File: src/sv/omtt_pkg.sv
// Shared types and constants of the oven menu, timer and thermostat controller.
// Depends on nothing; used by sv/oven_menu_timer_thermostat.sv.

package omtt_pkg;

    // Item kinds carried in s_tuser
    typedef enum logic [1:0] {
        OP_BUTTON = 2'd0,
        OP_ENCODER = 2'd1,
        OP_TICK = 2'd2,
        OP_SENSOR = 2'd3
    } op_t;

    // Menu selections
    typedef enum logic [1:0] {
        MENU_TEMP = 2'd0,
        MENU_TIME = 2'd1,
        MENU_POWER = 2'd2,
        MENU_NONE = 2'd3
    } menu_t;

    // Configuration register indexes
    localparam logic [2:0] REG_TARGET_MIN = 3'd0;
    localparam logic [2:0] REG_TARGET_MAX = 3'd1;
    localparam logic [2:0] REG_MINUTES_MAX = 3'd2;
    localparam logic [2:0] REG_MINUTES_STEP = 3'd3;
    localparam logic [2:0] REG_DEBOUNCE_MS = 3'd4;
    localparam logic [2:0] REG_SAFETY_CUTOFF = 3'd5;

    localparam int CFG_IDX_W = 3;
    localparam int CFG_DATA_W = 16;

    // Field widths
    localparam int NOW_W = 32;
    localparam int ENC_W = 16;
    localparam int IR_W = 14;
    localparam int NTC_W = 13;
    localparam int DEG_W = 7;
    localparam int MIN_W = 14;
    localparam int STEP_W = 8;
    localparam int DEB_W = 16;
    localparam int SEC_W = 7;
    localparam int S_DATA_W = 80;
    localparam int M_DATA_W = 32;

    // Reset values of configuration and state
    localparam logic [DEG_W-1:0] TARGET_MIN_RST = 7'd10;
    localparam logic [DEG_W-1:0] TARGET_MAX_RST = 7'd45;
    localparam logic [MIN_W-1:0] MINUTES_MAX_RST = 14'd10000;
    localparam logic [STEP_W-1:0] MINUTES_STEP_RST = 8'd5;
    localparam logic [DEB_W-1:0] DEBOUNCE_RST = 16'd10;
    localparam logic signed [NTC_W-1:0] CUTOFF_RST = 13'sd1280;

    localparam logic [DEG_W-1:0] TARGET_RST = 7'd24;
    localparam logic [MIN_W-1:0] MINUTES_RST = 14'd20;
    localparam logic signed [NTC_W-1:0] NTC_RST = 13'sd384;
    localparam logic [SEC_W-1:0] SECONDS_RELOAD = 7'd60;

endpackage

File: src/sv/oven_menu_timer_thermostat.sv
// Oven controller: button debounce and menu, encoder edits, minute countdown, heater decision.
// Depends on sv/omtt_pkg.sv (types, codes, widths and reset values).

// Every item on the s_ stream gives exactly one result item on the m_ stream. From acceptance to
// result, the input register captures the fields together with the encoder detent magnitude (a
// reciprocal multiply), then one pass of compares, adds and clamps updates the controller state
// and loads the result register. Both registers advance
// independently, so a new item is taken every cycle while results are taken every cycle; an
// item can still be accepted while a finished result waits for m_tready. The configuration
// port writes one register per cycle with cfg_we; write it only while no item is in flight.
module oven_menu_timer_thermostat #(
    parameter int TIME_BITS = 32,
    parameter int COUNTS_PER_DETENT = 4,
    parameter int TEMP_FRAC_BITS = 4
) (
    input  logic                                aclk,
    input  logic                                aresetn,
    // Input items
    input  logic                                s_tvalid,
    output logic                                s_tready,
    // now_ms[31:0], button_level[32], encoder_count[48:33], ir_reading[62:49],
    // ntc_reading[75:63], zero fill [79:76]
    input  logic [omtt_pkg::S_DATA_W-1:0]       s_tdata,
    // operation[1:0]
    input  logic [1:0]                          s_tuser,
    // Result items
    output logic                                m_tvalid,
    input  logic                                m_tready,
    // heater_on[0], oven_on[1], menu_now[3:2], target_now[10:4], minutes_now[24:11],
    // zero fill [31:25]
    output logic [omtt_pkg::M_DATA_W-1:0]       m_tdata,
    // Configuration writes
    input  logic                                cfg_we,
    input  logic [omtt_pkg::CFG_IDX_W-1:0]      cfg_index,
    input  logic [omtt_pkg::CFG_DATA_W-1:0]     cfg_data
);

    // Timestamps are compared modulo 2^TW
    localparam int TW = (TIME_BITS < omtt_pkg::NOW_W) ? TIME_BITS : omtt_pkg::NOW_W;
    // Truncating divide by COUNTS_PER_DETENT: (a * DIV_RECIP) >> DIV_SHIFT is exact for 16-bit a
    localparam int DIV_SHIFT = 20;
    localparam int DIV_RECIP = ((1 << DIV_SHIFT) + COUNTS_PER_DETENT - 1) / COUNTS_PER_DETENT;
    localparam int RECIP_W = DIV_SHIFT + 1;
    localparam int PROD_W = omtt_pkg::ENC_W + RECIP_W;
    localparam int TGT_W = 17;

    // ---------------------------------------------------------------- configuration
    logic [omtt_pkg::DEG_W-1:0]          target_min_reg;
    logic [omtt_pkg::DEG_W-1:0]          target_max_reg;
    logic [omtt_pkg::MIN_W-1:0]          minutes_max_reg;
    logic [omtt_pkg::STEP_W-1:0]         minutes_step_reg;
    logic [omtt_pkg::DEB_W-1:0]          debounce_reg;
    logic signed [omtt_pkg::NTC_W-1:0]   cutoff_reg;

    always_ff @(posedge aclk) begin
        if (!aresetn) begin
            target_min_reg <= omtt_pkg::TARGET_MIN_RST;
            target_max_reg <= omtt_pkg::TARGET_MAX_RST;
            minutes_max_reg <= omtt_pkg::MINUTES_MAX_RST;
            minutes_step_reg <= omtt_pkg::MINUTES_STEP_RST;
            debounce_reg <= omtt_pkg::DEBOUNCE_RST;
            cutoff_reg <= omtt_pkg::CUTOFF_RST;
        end else if (cfg_we) begin
            unique case (cfg_index)
                omtt_pkg::REG_TARGET_MIN: target_min_reg <= cfg_data[omtt_pkg::DEG_W-1:0];
                omtt_pkg::REG_TARGET_MAX: target_max_reg <= cfg_data[omtt_pkg::DEG_W-1:0];
                omtt_pkg::REG_MINUTES_MAX: minutes_max_reg <= cfg_data[omtt_pkg::MIN_W-1:0];
                omtt_pkg::REG_MINUTES_STEP: minutes_step_reg <= cfg_data[omtt_pkg::STEP_W-1:0];
                omtt_pkg::REG_DEBOUNCE_MS: debounce_reg <= cfg_data;
                omtt_pkg::REG_SAFETY_CUTOFF: cutoff_reg <= $signed(cfg_data[omtt_pkg::NTC_W-1:0]);
                default: ;  // drop writes to unknown indexes
            endcase
        end
    end

    // ---------------------------------------------------------------- handshake
    logic in_valid_reg;
    logic out_valid_reg;
    logic out_free;
    logic advance;
    logic s_accept;

    // The result register frees up when empty or when its item is taken
    assign out_free = !out_valid_reg || m_tready;
    assign advance = in_valid_reg && out_free;
    assign s_tready = !in_valid_reg || out_free;
    assign s_accept = s_tvalid && s_tready;

    // ---------------------------------------------------------------- input stage
    logic [omtt_pkg::ENC_W-1:0]    enc_raw;
    logic [omtt_pkg::ENC_W-1:0]    enc_mag;
    logic [PROD_W-1:0]             enc_prod;
    logic [omtt_pkg::ENC_W-1:0]    enc_detents;

    assign enc_raw = s_tdata[48:33];
    // |count| fits 16 bits unsigned, including the most negative count
    assign enc_mag = enc_raw[omtt_pkg::ENC_W-1] ? (~enc_raw + 16'd1) : enc_raw;
    assign enc_prod = PROD_W'(enc_mag) * PROD_W'(DIV_RECIP);
    assign enc_detents = enc_prod[DIV_SHIFT +: omtt_pkg::ENC_W];

    omtt_pkg::op_t                     op_reg;
    logic [TW-1:0]                     now_reg;
    logic                              level_reg;
    logic                              enc_neg_reg;
    logic [omtt_pkg::ENC_W-1:0]        detents_reg;
    logic signed [omtt_pkg::IR_W-1:0]  ir_in_reg;
    logic signed [omtt_pkg::NTC_W-1:0] ntc_in_reg;

    always_ff @(posedge aclk) begin
        if (!aresetn) begin
            in_valid_reg <= 1'b0;
        end else if (s_tready) begin
            in_valid_reg <= s_tvalid;
        end
    end

    always_ff @(posedge aclk) begin
        if (s_accept) begin
            op_reg <= omtt_pkg::op_t'(s_tuser);
            now_reg <= s_tdata[TW-1:0];
            level_reg <= s_tdata[32];
            enc_neg_reg <= enc_raw[omtt_pkg::ENC_W-1];
            detents_reg <= enc_detents;
            ir_in_reg <= $signed(s_tdata[62:49]);
            ntc_in_reg <= $signed(s_tdata[75:63]);
        end
    end

    // ---------------------------------------------------------------- controller state
    omtt_pkg::menu_t                   menu_reg, menu_next;
    logic                              button_last_reg, button_last_next;
    logic [TW-1:0]                     button_time_reg, button_time_next;
    logic [omtt_pkg::DEG_W-1:0]        target_reg, target_next;
    logic [omtt_pkg::MIN_W-1:0]        minutes_reg, minutes_next;
    logic [omtt_pkg::SEC_W-1:0]        seconds_reg, seconds_next;
    logic                              active_reg, active_next;
    logic signed [omtt_pkg::IR_W-1:0]  ir_reg, ir_next;
    logic signed [omtt_pkg::NTC_W-1:0] ntc_reg, ntc_next;

    logic [TW-1:0]          btn_age;
    logic                   btn_take;
    logic signed [16:0]     inc;
    logic signed [17:0]     t_sum;
    logic signed [8:0]      step_s;
    logic signed [25:0]     m_prod;
    logic signed [26:0]     m_sum;
    logic [omtt_pkg::MIN_W-1:0] m_tick;
    logic signed [TGT_W-1:0] tgt_scaled;
    logic                   heat;

    always_comb begin
        menu_next = menu_reg;
        button_last_next = button_last_reg;
        button_time_next = button_time_reg;
        target_next = target_reg;
        minutes_next = minutes_reg;
        seconds_next = seconds_reg;
        active_next = active_reg;
        ir_next = ir_reg;
        ntc_next = ntc_reg;

        btn_age = now_reg - button_time_reg;
        btn_take = (level_reg != button_last_reg) && (btn_age > TW'(debounce_reg));

        // Detents are minus count / COUNTS_PER_DETENT
        inc = enc_neg_reg ? $signed({1'b0, detents_reg}) : -$signed({1'b0, detents_reg});
        t_sum = $signed({11'd0, target_reg}) + 18'(inc);
        step_s = $signed({1'b0, minutes_step_reg});
        m_prod = 26'(inc) * 26'(step_s);
        m_sum = 27'(m_prod) + $signed({13'd0, minutes_reg});
        m_tick = minutes_reg;

        case (op_reg)
            omtt_pkg::OP_BUTTON: begin
                if (btn_take) begin
                    button_last_next = level_reg;
                    button_time_next = now_reg;
                    if (level_reg) begin
                        unique case (menu_reg)
                            omtt_pkg::MENU_TEMP: menu_next = omtt_pkg::MENU_TIME;
                            omtt_pkg::MENU_TIME: menu_next = omtt_pkg::MENU_POWER;
                            omtt_pkg::MENU_POWER: menu_next = omtt_pkg::MENU_TEMP;
                            default: menu_next = menu_reg;
                        endcase
                    end
                end
            end
            omtt_pkg::OP_ENCODER: begin
                unique case (menu_reg)
                    omtt_pkg::MENU_TEMP: begin
                        // Lower bound first, as it wins when the bounds cross
                        if (t_sum < $signed({11'd0, target_min_reg})) begin
                            target_next = target_min_reg;
                        end else if (t_sum > $signed({11'd0, target_max_reg})) begin
                            target_next = target_max_reg;
                        end else begin
                            target_next = t_sum[omtt_pkg::DEG_W-1:0];
                        end
                    end
                    omtt_pkg::MENU_TIME: begin
                        if (m_sum < 27'sd0) begin
                            minutes_next = '0;
                        end else if (m_sum > $signed({13'd0, minutes_max_reg})) begin
                            minutes_next = minutes_max_reg;
                        end else begin
                            minutes_next = m_sum[omtt_pkg::MIN_W-1:0];
                        end
                    end
                    omtt_pkg::MENU_POWER: begin
                        if (inc > 17'sd0) begin
                            active_next = 1'b1;
                        end else if (inc < 17'sd0) begin
                            active_next = 1'b0;
                        end
                    end
                    default: ;  // unreachable menu: hold
                endcase
            end
            omtt_pkg::OP_TICK: begin
                if (active_reg) begin
                    if (seconds_reg <= 7'd1) begin
                        if (minutes_reg != '0) begin
                            m_tick = minutes_reg - 14'd1;
                        end
                        seconds_next = omtt_pkg::SECONDS_RELOAD;
                    end else begin
                        seconds_next = seconds_reg - 7'd1;
                    end
                    if (m_tick > minutes_max_reg) begin
                        m_tick = minutes_max_reg;
                    end
                end
                minutes_next = m_tick;
                if (m_tick == '0) begin
                    active_next = 1'b0;
                end
            end
            default: begin
                ir_next = ir_in_reg;
                ntc_next = ntc_in_reg;
            end
        endcase

        // Heat only when on, below target on the IR reading and below the NTC cutoff
        tgt_scaled = $signed(TGT_W'(target_next) << TEMP_FRAC_BITS);
        heat = active_next && (tgt_scaled > TGT_W'(ir_next)) && (ntc_next < cutoff_reg);
    end

    always_ff @(posedge aclk) begin
        if (!aresetn) begin
            menu_reg <= omtt_pkg::MENU_TEMP;
            button_last_reg <= 1'b1;
            button_time_reg <= '0;
            target_reg <= omtt_pkg::TARGET_RST;
            minutes_reg <= omtt_pkg::MINUTES_RST;
            seconds_reg <= '0;
            active_reg <= 1'b0;
            ir_reg <= '0;
            ntc_reg <= omtt_pkg::NTC_RST;
        end else if (advance) begin
            menu_reg <= menu_next;
            button_last_reg <= button_last_next;
            button_time_reg <= button_time_next;
            target_reg <= target_next;
            minutes_reg <= minutes_next;
            seconds_reg <= seconds_next;
            active_reg <= active_next;
            ir_reg <= ir_next;
            ntc_reg <= ntc_next;
        end
    end

    // ---------------------------------------------------------------- result register
    logic [omtt_pkg::M_DATA_W-1:0] m_data_reg;

    always_ff @(posedge aclk) begin
        if (!aresetn) begin
            out_valid_reg <= 1'b0;
        end else if (out_free) begin
            out_valid_reg <= in_valid_reg;
        end
    end

    always_ff @(posedge aclk) begin
        if (advance) begin
            m_data_reg <= {7'd0, minutes_next, target_next, menu_next, active_next, heat};
        end
    end

    assign m_tvalid = out_valid_reg;
    assign m_tdata = m_data_reg;

    // ---------------------------------------------------------------- checks
    a_heat_needs_on: assert property (@(posedge aclk) disable iff (!aresetn)
        m_tvalid |-> (!m_tdata[0] || m_tdata[1]))
        else $error("heater driven while the oven is off");

    a_stall_cause: assert property (@(posedge aclk) disable iff (!aresetn)
        !s_tready |-> (in_valid_reg && out_valid_reg && !m_tready))
        else $error("input refused without a blocked result");

    a_result_loaded: assert property (@(posedge aclk) disable iff (!aresetn)
        advance |=> out_valid_reg)
        else $error("processed item produced no result");

    a_tick_no_rise: assert property (@(posedge aclk) disable iff (!aresetn)
        (advance && op_reg == omtt_pkg::OP_TICK) |=> minutes_reg <= $past(minutes_reg))
        else $error("minutes grew on a tick");

    a_seconds_range: assert property (@(posedge aclk) disable iff (!aresetn)
        seconds_reg <= omtt_pkg::SECONDS_RELOAD)
        else $error("seconds counter out of range");

endmodule
File: config.mk
export PLATFORM = sky130hd
export DESIGN_NAME = oven_menu_timer_thermostat
export DESIGN_NICKNAME = d
export VERILOG_FILES = /design/src/sv/omtt_pkg.sv /design/src/sv/oven_menu_timer_thermostat.sv
export SDC_FILE = /design/constraint.sdc
export NUM_CORES = 1
export LEC_CHECK = 0
export ABC_AREA = 1
export BUFFER_PORTS_ARGS = -buffer_cell sky130_fd_sc_hd__buf_2
export CORE_MARGIN = 2
export CORE_UTILIZATION = 24
export DETAILED_ROUTE_END_ITERATION = 6
export PLACE_DENSITY = 0.47
export SETUP_SLACK_MARGIN = 0.3
export SLEW_MARGIN = 20
export SYNTH_ARGS = -nofsm -noshare
export SYNTH_HDL_FRONTEND = slang
export SYNTH_SLANG_ARGS = --single-unit
File: constraint.sdc
create_clock -name aclk -period 9.1 [get_ports aclk]
set_input_delay 1.82 -clock aclk [delete_from_list [all_inputs] [get_ports aclk]]
set_output_delay 1.82 -clock aclk [all_outputs]
set_load 0.01 [all_outputs]
==> run_results.csv, run 1 <==
group,metric,value,unit
routing,drc,0,
routing,viasPerCell,4.335,
timing,worst_slew_pin_slew,0.8928,ns
yosys,synth_xor_area_frac,0.02378,
floorplan,rows,112,
yosys,synth_simple_gate_area_share,0.2482,
clock_network,htree_levels,2,
yosys,synthMuxAreaShare,0.004000,
yosys,ys_ff_latch,260,
setup_path,crit_slowest_cell,"fa_1",
floorplan,die-area,96300,µm²
yosys,yosysUniqueCellTypes,59,
layout,area_growth_syn_to_layout,13.52,%
timing,finalHoldViolCount,0,
power_and_ir_drop,p_leak,12.07,nW
timing,drv_slew,0,
routing,drt-total-wl,65190,µm
yosys,synth_common_cells,"661 x nand2_1, 518 x inv_1, 303 x nor2_1",
placement,dp_slack,0.9895,ns
floorplan,coreArea,93190,µm²
global_routing,antenna_found_initial,3,
yosys,synth_top_area_cell,"dfxtp_1",
yosys,syn_area_per_cell,7.364,µm²
timing,fin_setup_tns,0,ns
layout,diodes,0,
clock_network,cts-root-buf,"clkbuf_16",
setup_path,worstSetupStartpoint,"detents_reg[0]",
layout,final_nets,3576,
setup_path,start_kind,"flop",
clock_network,postCtsSetupBuffers,0,
layout,fin_util,0.2743,
clock_network,ctsLongestPathBuffers,3,
setup_path,required,9.41,ns
setup_path,crit_top_cell,"nand2_1",
placement,port_buffers,128,
yosys,yosysMostFrequentCell,"nand2_1",
floorplan,die_y,310.3,µm
yosys,seq_area_frac_synth,0.2765,
setup_path,crit_type,"flop to flop",
yosys,synth_edf_count,102,
placement,finalWeightedCongestion,0.8858,
layout,drive_above_1_share,0.09852,
yosys,syn_inst,3058,
floorplan,initial_core_util,0.2417,
setup_path,critPathMaxFanout,15,
global_routing,grt_remaining_overflow,0,
yosys,synthArstFlopShare,0,
hold_path,min_from,"ntc_reg[9]",
yosys,synth_top_family_by_area,"simple AND/OR/NAND/NOR gates",
timing,final.setup.worst_slack,1.003,ns
timing,period_minus_slack,8.097,ns
yosys,yosys-top-cells-area,"dfxtp_1 14%, edfxtp_1 14%, nand2_1 11%",
routing,ant_nets,0,
yosys,synth_adder_area_share,0.2179,
routing,num_vias,19210,
global_routing,grt_pass1_wl,102700,µm
timing,grt_setup_unrepaired,"false",
power_and_ir_drop,vdd_drop_max,0.1443,mV
yosys,synth_area,22520,µm²
timing,fmax,123.5,MHz
floorplan,die_w,310.3,µm
timing,final.period_utilization,0.8898,
clock_network,post_cts_resized,0,
run,drv_cap,0,
yosys,yosysWarningCount,0,
clock_network,hold_buffers,0,
clock_network,clock-sinks,260,
timing,slew_headroom,0.4048,
timing,setup_viol,0,
yosys,ys_dominant_reg_cell,"dfxtp_1",
routing,drtPass1Iterations,5,
setup_path,arrival,8.41,ns
routing,drt_iter0_markers,1094,
floorplan,pin_count,140,
yosys,synth_top_area_share,0.1405,
layout,fill_cells,10340,
setup_path,r2r-start,"detents_reg[0]",
clock_network,cts_inserted_buffers,34,
outcome,status,"finished, final reports clean",
global_routing,grt_max_degree,79,
placement,dp_hpwl,52080,µm
yosys,synth_compound_area_frac,0.1180,
power_and_ir_drop,power-per-cell-area,194.8,nW/µm²
global_routing,grt_usage,0.1354,
hold_path,hp-class,"flop to flop",
routing,wl_per_cell,14.71,µm
global_routing,grt_pass1_vias,18620,
timing,finalClockSkew,0.01941,ns
clock_network,clkTransAtPathRegs,0.06,ns
clock_network,cts_tree,"yes",
clock_network,insertion_delay,0.55,ns
setup_path,cp_slowest_stage_delay,0.53,ns
setup_path,end_kind,"flop",
[power breakdown]
part | internal [mW] | switching (mW) | total [mW]
logic | 0.781 | 1.47 | 2.25
clock network | 0.857 | 0.549 | 1.41
registers | 1.28 | 0.0451 | 1.32
[layout by cell type (no fill, tap or decap), types with 5 or more instances in the layout]
cell type	instances
a21oi_1	201
o221ai_1	5
inv_1	517
fa_1	122
nand3b_1	6
o21bai_1	10
a31oi_1	5
nand3_2	8
xnor2_1	23
nor4_1	6
a21boi_0	6
mux2i_1	9
inv_2	15
clkbuf_1	6
clkinv_1	12
edfxtp_1	102
nand2_1	661
ha_1	197
nor2_1	303
o211ai_1	17
or2_2	8
dfxtp_1	158
a21oi_2	11
buf_2	127
conb_1	7
nand3_1	164
nor2_2	43
o21ai_0	189
clkinv_2	5
a211oi_1	12
nor3_1	19
buf_4	13
nand2_2	18
o21ai_1	8
xor2_1	30
nand4_1	45
clkbuf_16	35
[worst max-delay path, delay by kind of cell (launching register included)]
| kind | cells | cell delay (ns) |
|---|---|---|
| adders and majority gates | 8 | 3.35 |
| xor gates and xnor gates | 1 | 0.15 |
| buffers and inverters | 10 | 0.68 |
| AOI/OAI and AO/OA | 2 | 0.35 |
| DFF | 1 | 0.36 |
| and+or+nand+nor | 21 | 2.93 |
[area by class of cell]
type / count / area [µm²] / area share
clock buffers: 45 / 953.4 / 0.03729
clock inverters: 17 / 209.0 / 0.008173
inverters: 542 / 2042 / 0.07987
multi-input cells: 2172 / 13810 / 0.5400
flip-flops and latches: 260 / 6226 / 0.2435
well taps: 1254 / 1569 / 0.06137
repair buffers: 141 / 760.7 / 0.02976
[worst paths after layout]
kind            endpoint  slack, ns  cells after the start
max reg2reg  m_tdata[11]       1.00                     42
min reg2reg   ntc_reg[9]       0.45                      2
max          m_tdata[11]       1.00                     42
min           ntc_reg[9]       0.45                      2
[through the flow]
step / cells / hold WS [ns] / area, µm² / power (mW)
after floorplan: 3064 / 0.4244 / 22540 / 3.026
after global placement: 4368 / 0.4343 / 24380 / 3.614
after detailed placement: 4368 / 0.4388 / 24380 / 3.606
after CTS: 4430 / 0.4476 / 25540 / 5.061
after global routing: 4431 / 0.4667 / 25570 / 5.437
final: 4431 / 0.4454 / 25570 / 4.979
[logic make-up after synthesis]
logic type | Yosys count
DFF | 260
xor gates and xnor gates | 56
AOI/OAI and AO/OA | 483
muxes | 9
buffers and inverters | 632
other | 1
and+or+nand+nor | 1298
adders and majority gates | 319
[layer usage]
| layer | part of all wire | track usage |
|---|---|---|
| met4 | 0.024 | 0.03505 |
| met2 | 0.48 | 0.2376 |
| met3 | 0.036 | 0.01703 |
| met1 | 0.46 | 0.1746 |
| met5 | 0 | 0 |
No activity file was read; power rests on OpenSTA's default activity.
==> run 2, diff against run 1 <==
--- a/config.mk
+++ b/config.mk
@@ -5,12 +5,11 @@
 export SDC_FILE = /design/constraint.sdc
 export NUM_CORES = 1
 export LEC_CHECK = 0
-export ABC_AREA = 1
 export BUFFER_PORTS_ARGS = -buffer_cell sky130_fd_sc_hd__buf_2
 export CORE_MARGIN = 2
 export CORE_UTILIZATION = 24
 export DETAILED_ROUTE_END_ITERATION = 6
-export PLACE_DENSITY = 0.47
+export PLACE_DENSITY = 0.48
 export SETUP_SLACK_MARGIN = 0.3
 export SLEW_MARGIN = 20
 export SYNTH_ARGS = -nofsm -noshare
==> run 2 against run 1 <==
Sequential share of layout area grew 0.47 points. Combinational power is 16% lower. Global-route usage down 0.15 points. Core utilization grew 0.86 points. Critical path type unchanged.
==> run_results.csv, run 2 <==
group,metric,value,unit
routing,ant_nets,0,
power_and_ir_drop,p_leak,10.55,nW
clock_network,hold_buffers,0,
yosys,synth_area,21510,µm²
timing,grt_setup_unrepaired,"false",
timing,final.period_utilization,0.9187,
layout,multi_input_area,14020,µm²
timing,drv_slew,0,
timing,fin_setup_tns,0,ns
placement,finalWeightedCongestion,0.8833,
clock_network,insertion_delay,0.55,ns
setup_path,regToRegSetupSlack,0.74,ns
setup_path,start_kind,"flop",
setup_path,crit_buf_inv,9,
global_routing,grt_pass1_wl,96700,µm
layout,final_common_cell,"nand2_1",
yosys,synth_edf_count,102,
layout,area_growth_syn_to_layout,16.61,%
timing,setup_viol,0,
timing,worst_slew_pin_slew,0.9434,ns
yosys,yosysMostFrequentCell,"nand2_1",
routing,num_vias,17390,
layout,regArea,6226,µm²
floorplan,rows,109,
global_routing,grt_remaining_overflow,0,
floorplan,die-area,92030,µm²
yosys,syn_inst,2446,
layout,drive_above_1_share,0.1321,
power_and_ir_drop,vdd_drop_max,0.1471,mV
yosys,synthArstFlopShare,0,
hold_path,hp-class,"flop to flop",
layout,fill_cells,9533,
global_routing,grt_max_degree,67,
clock_network,ctsLongestPathBuffers,3,
power_and_ir_drop,clock_power_share,0.293,
routing,drt_iter0_markers,955,
timing,final.setup.worst_slack,0.7399,ns
placement,dp_slack,0.2042,ns
yosys,yosys-top-cells-area,"dfxtp_1 15%, edfxtp_1 14%, ha_1 11%",
placement,port_buffers,128,
setup_path,crit_type,"flop to flop",
routing,drt-total-wl,61670,µm
outcome,status,"finished, final reports clean",
global_routing,grt_usage,0.1339,
power_and_ir_drop,p_int,2.880,mW
clock_network,clock-sinks,260,
clock_network,clkTransAtPathRegs,0.06,ns
yosys,synth_common_cells,"370 x nand2_1, 267 x inv_1, 197 x ha_1",
yosys,ys_dominant_reg_cell,"dfxtp_1",
yosys,ys_ff_latch,260,
timing,fmax,119.6,MHz
yosys,syn_area_per_cell,8.793,µm²
floorplan,pin_count,140,
floorplan,coreArea,88650,µm²
timing,period_minus_slack,8.360,ns
yosys,synth_top_area_cell,"dfxtp_1",
setup_path,crit_top_cell,"inv_1",
yosys,yosysUniqueCellTypes,94,
layout,final_nets,3020,
setup_path,crit_slowest_cell,"fa_1",
yosys,seq_area_frac_synth,0.2895,
setup_path,cp_slowest_stage_delay,0.52,ns
routing,drtPass1Iterations,7,
power_and_ir_drop,power.share.switching,0.3599,
power_and_ir_drop,comb_power_share,0.420,
global_routing,antenna_found_initial,11,
global_routing,grt_pass1_vias,17300,
routing,drc,0,
floorplan,die_w,303.4,µm
power_and_ir_drop,power-per-cell-area,179.4,nW/µm²
floorplan,die_y,303.4,µm
yosys,yosysWarningCount,0,
yosys,synth_top_area_share,0.1471,
placement,dp_hpwl,48820,µm
power_and_ir_drop,pwr-share-seq,0.288,
clock_network,cts_tree,"yes",
clock_network,cts_inserted_buffers,34,
setup_path,end_kind,"flop",
timing,finalClockSkew,0.02138,ns
timing,slew_headroom,0.3681,
setup_path,required,9.39,ns
setup_path,arrival,8.65,ns
floorplan,initial_core_util,0.2426,
setup_path,path_delay_family,"adder cells",
setup_path,critPathMaxFanout,8,
timing,finalHoldViolCount,0,
clock_network,cts-root-buf,"clkbuf_16",
clock_network,htree_levels,2,
layout,mostFrequentLayoutCells,"370 x nand2_1, 266 x inv_1, 190 x ha_1, 168 x a21oi_1, 158 x dfxtp_1",
routing,viasPerCell,4.591,
power_and_ir_drop,switchingPower,1.620,mW
run,drv_cap,0,
routing,wl_per_cell,16.28,µm
[run 2: per-stage QoR]
stage	util	area, µm²	std cells	power (mW)	hold slack, ns
finish	0.2829	25080	3787	4.500	0.4527
global route	0.2829	25080	3786	4.831	0.4688
CTS	0.2797	24800	3771	4.447	0.4540
detailed placement	0.2674	23700	3710	3.097	0.4455
global placement	0.2674	23700	3710	3.105	0.4395
floorplan	-	21530	2452	2.505	0.4308
[run 2: layout make-up]
type | count | share of cell area
multi-input cells | 1818 | 0.5588
flip-flops and latches | 260 | 0.2482
well taps | 1165 | 0.05812
repair buffers | 213 | 0.05168
inverters | 268 | 0.04011
clock buffers | 46 | 0.03736
clock inverters | 15 | 0.005487
diodes | 2 | 0.0001995
[run 2: what timing repair did]
| action | in CTS | in global routing |
|---|---|---|
| endpoints found under the setup margin | 13 | 28 |
| pin swaps | 0 | 16 |
| gates resized for setup | 3 | 33 |
| setup buffers | 0 | 14 |
[run 2: layer usage]
metal	GRT usage	vias to the layer above	part of all wire
met3	0.02442	106	0.039
li1	-	8749	-
met1	0.1675	8248	0.44
met2	0.2351	276	0.49
met4	0.03700	8	0.026
met5	0	-	0.00073
[run 2: tightest hold or removal path: stages (launching register included)]
cell	delay, ns
dfxtp_1	0.30
nand2_1	0.05
a21oi_1	0.05
[run 2: logic make-up after synthesis]
group                    synth area share
flip-flops                         0.2895
multiplexers                      0.04002
buffers and inverters             0.06870
XOR/XNOR                          0.03665
adder cells (fa/ha/maj)            0.2282
AO/OA/AOI/OAI                      0.1595
AND/OR/NAND/NOR                    0.1774
other                           0.0001744
[run 2: worst paths after layout]
| check | from | end | cells after the start |
|---|---|---|---|
| worst max-delay path | detents_reg[1] | m_tdata[20] | 36 |
| worst min-delay path | cutoff_reg[4] | cutoff_reg[4] | 2 |
| worst max register to register | detents_reg[1] | m_tdata[20] | 36 |
| worst min register to register | cutoff_reg[4] | cutoff_reg[4] | 2 |
[run 2: power groups by stage]
stage          logic, mW  registers (mW)  clock network, mW
2_1_floorplan       1.20            1.31                  0
4_1_cts             1.79            1.29               1.36
5_1_grt             2.13            1.30               1.40
6_report            1.89            1.29               1.32
3_3_place_gp        1.79            1.32                  0
3_5_place_dp        1.78            1.32                  0
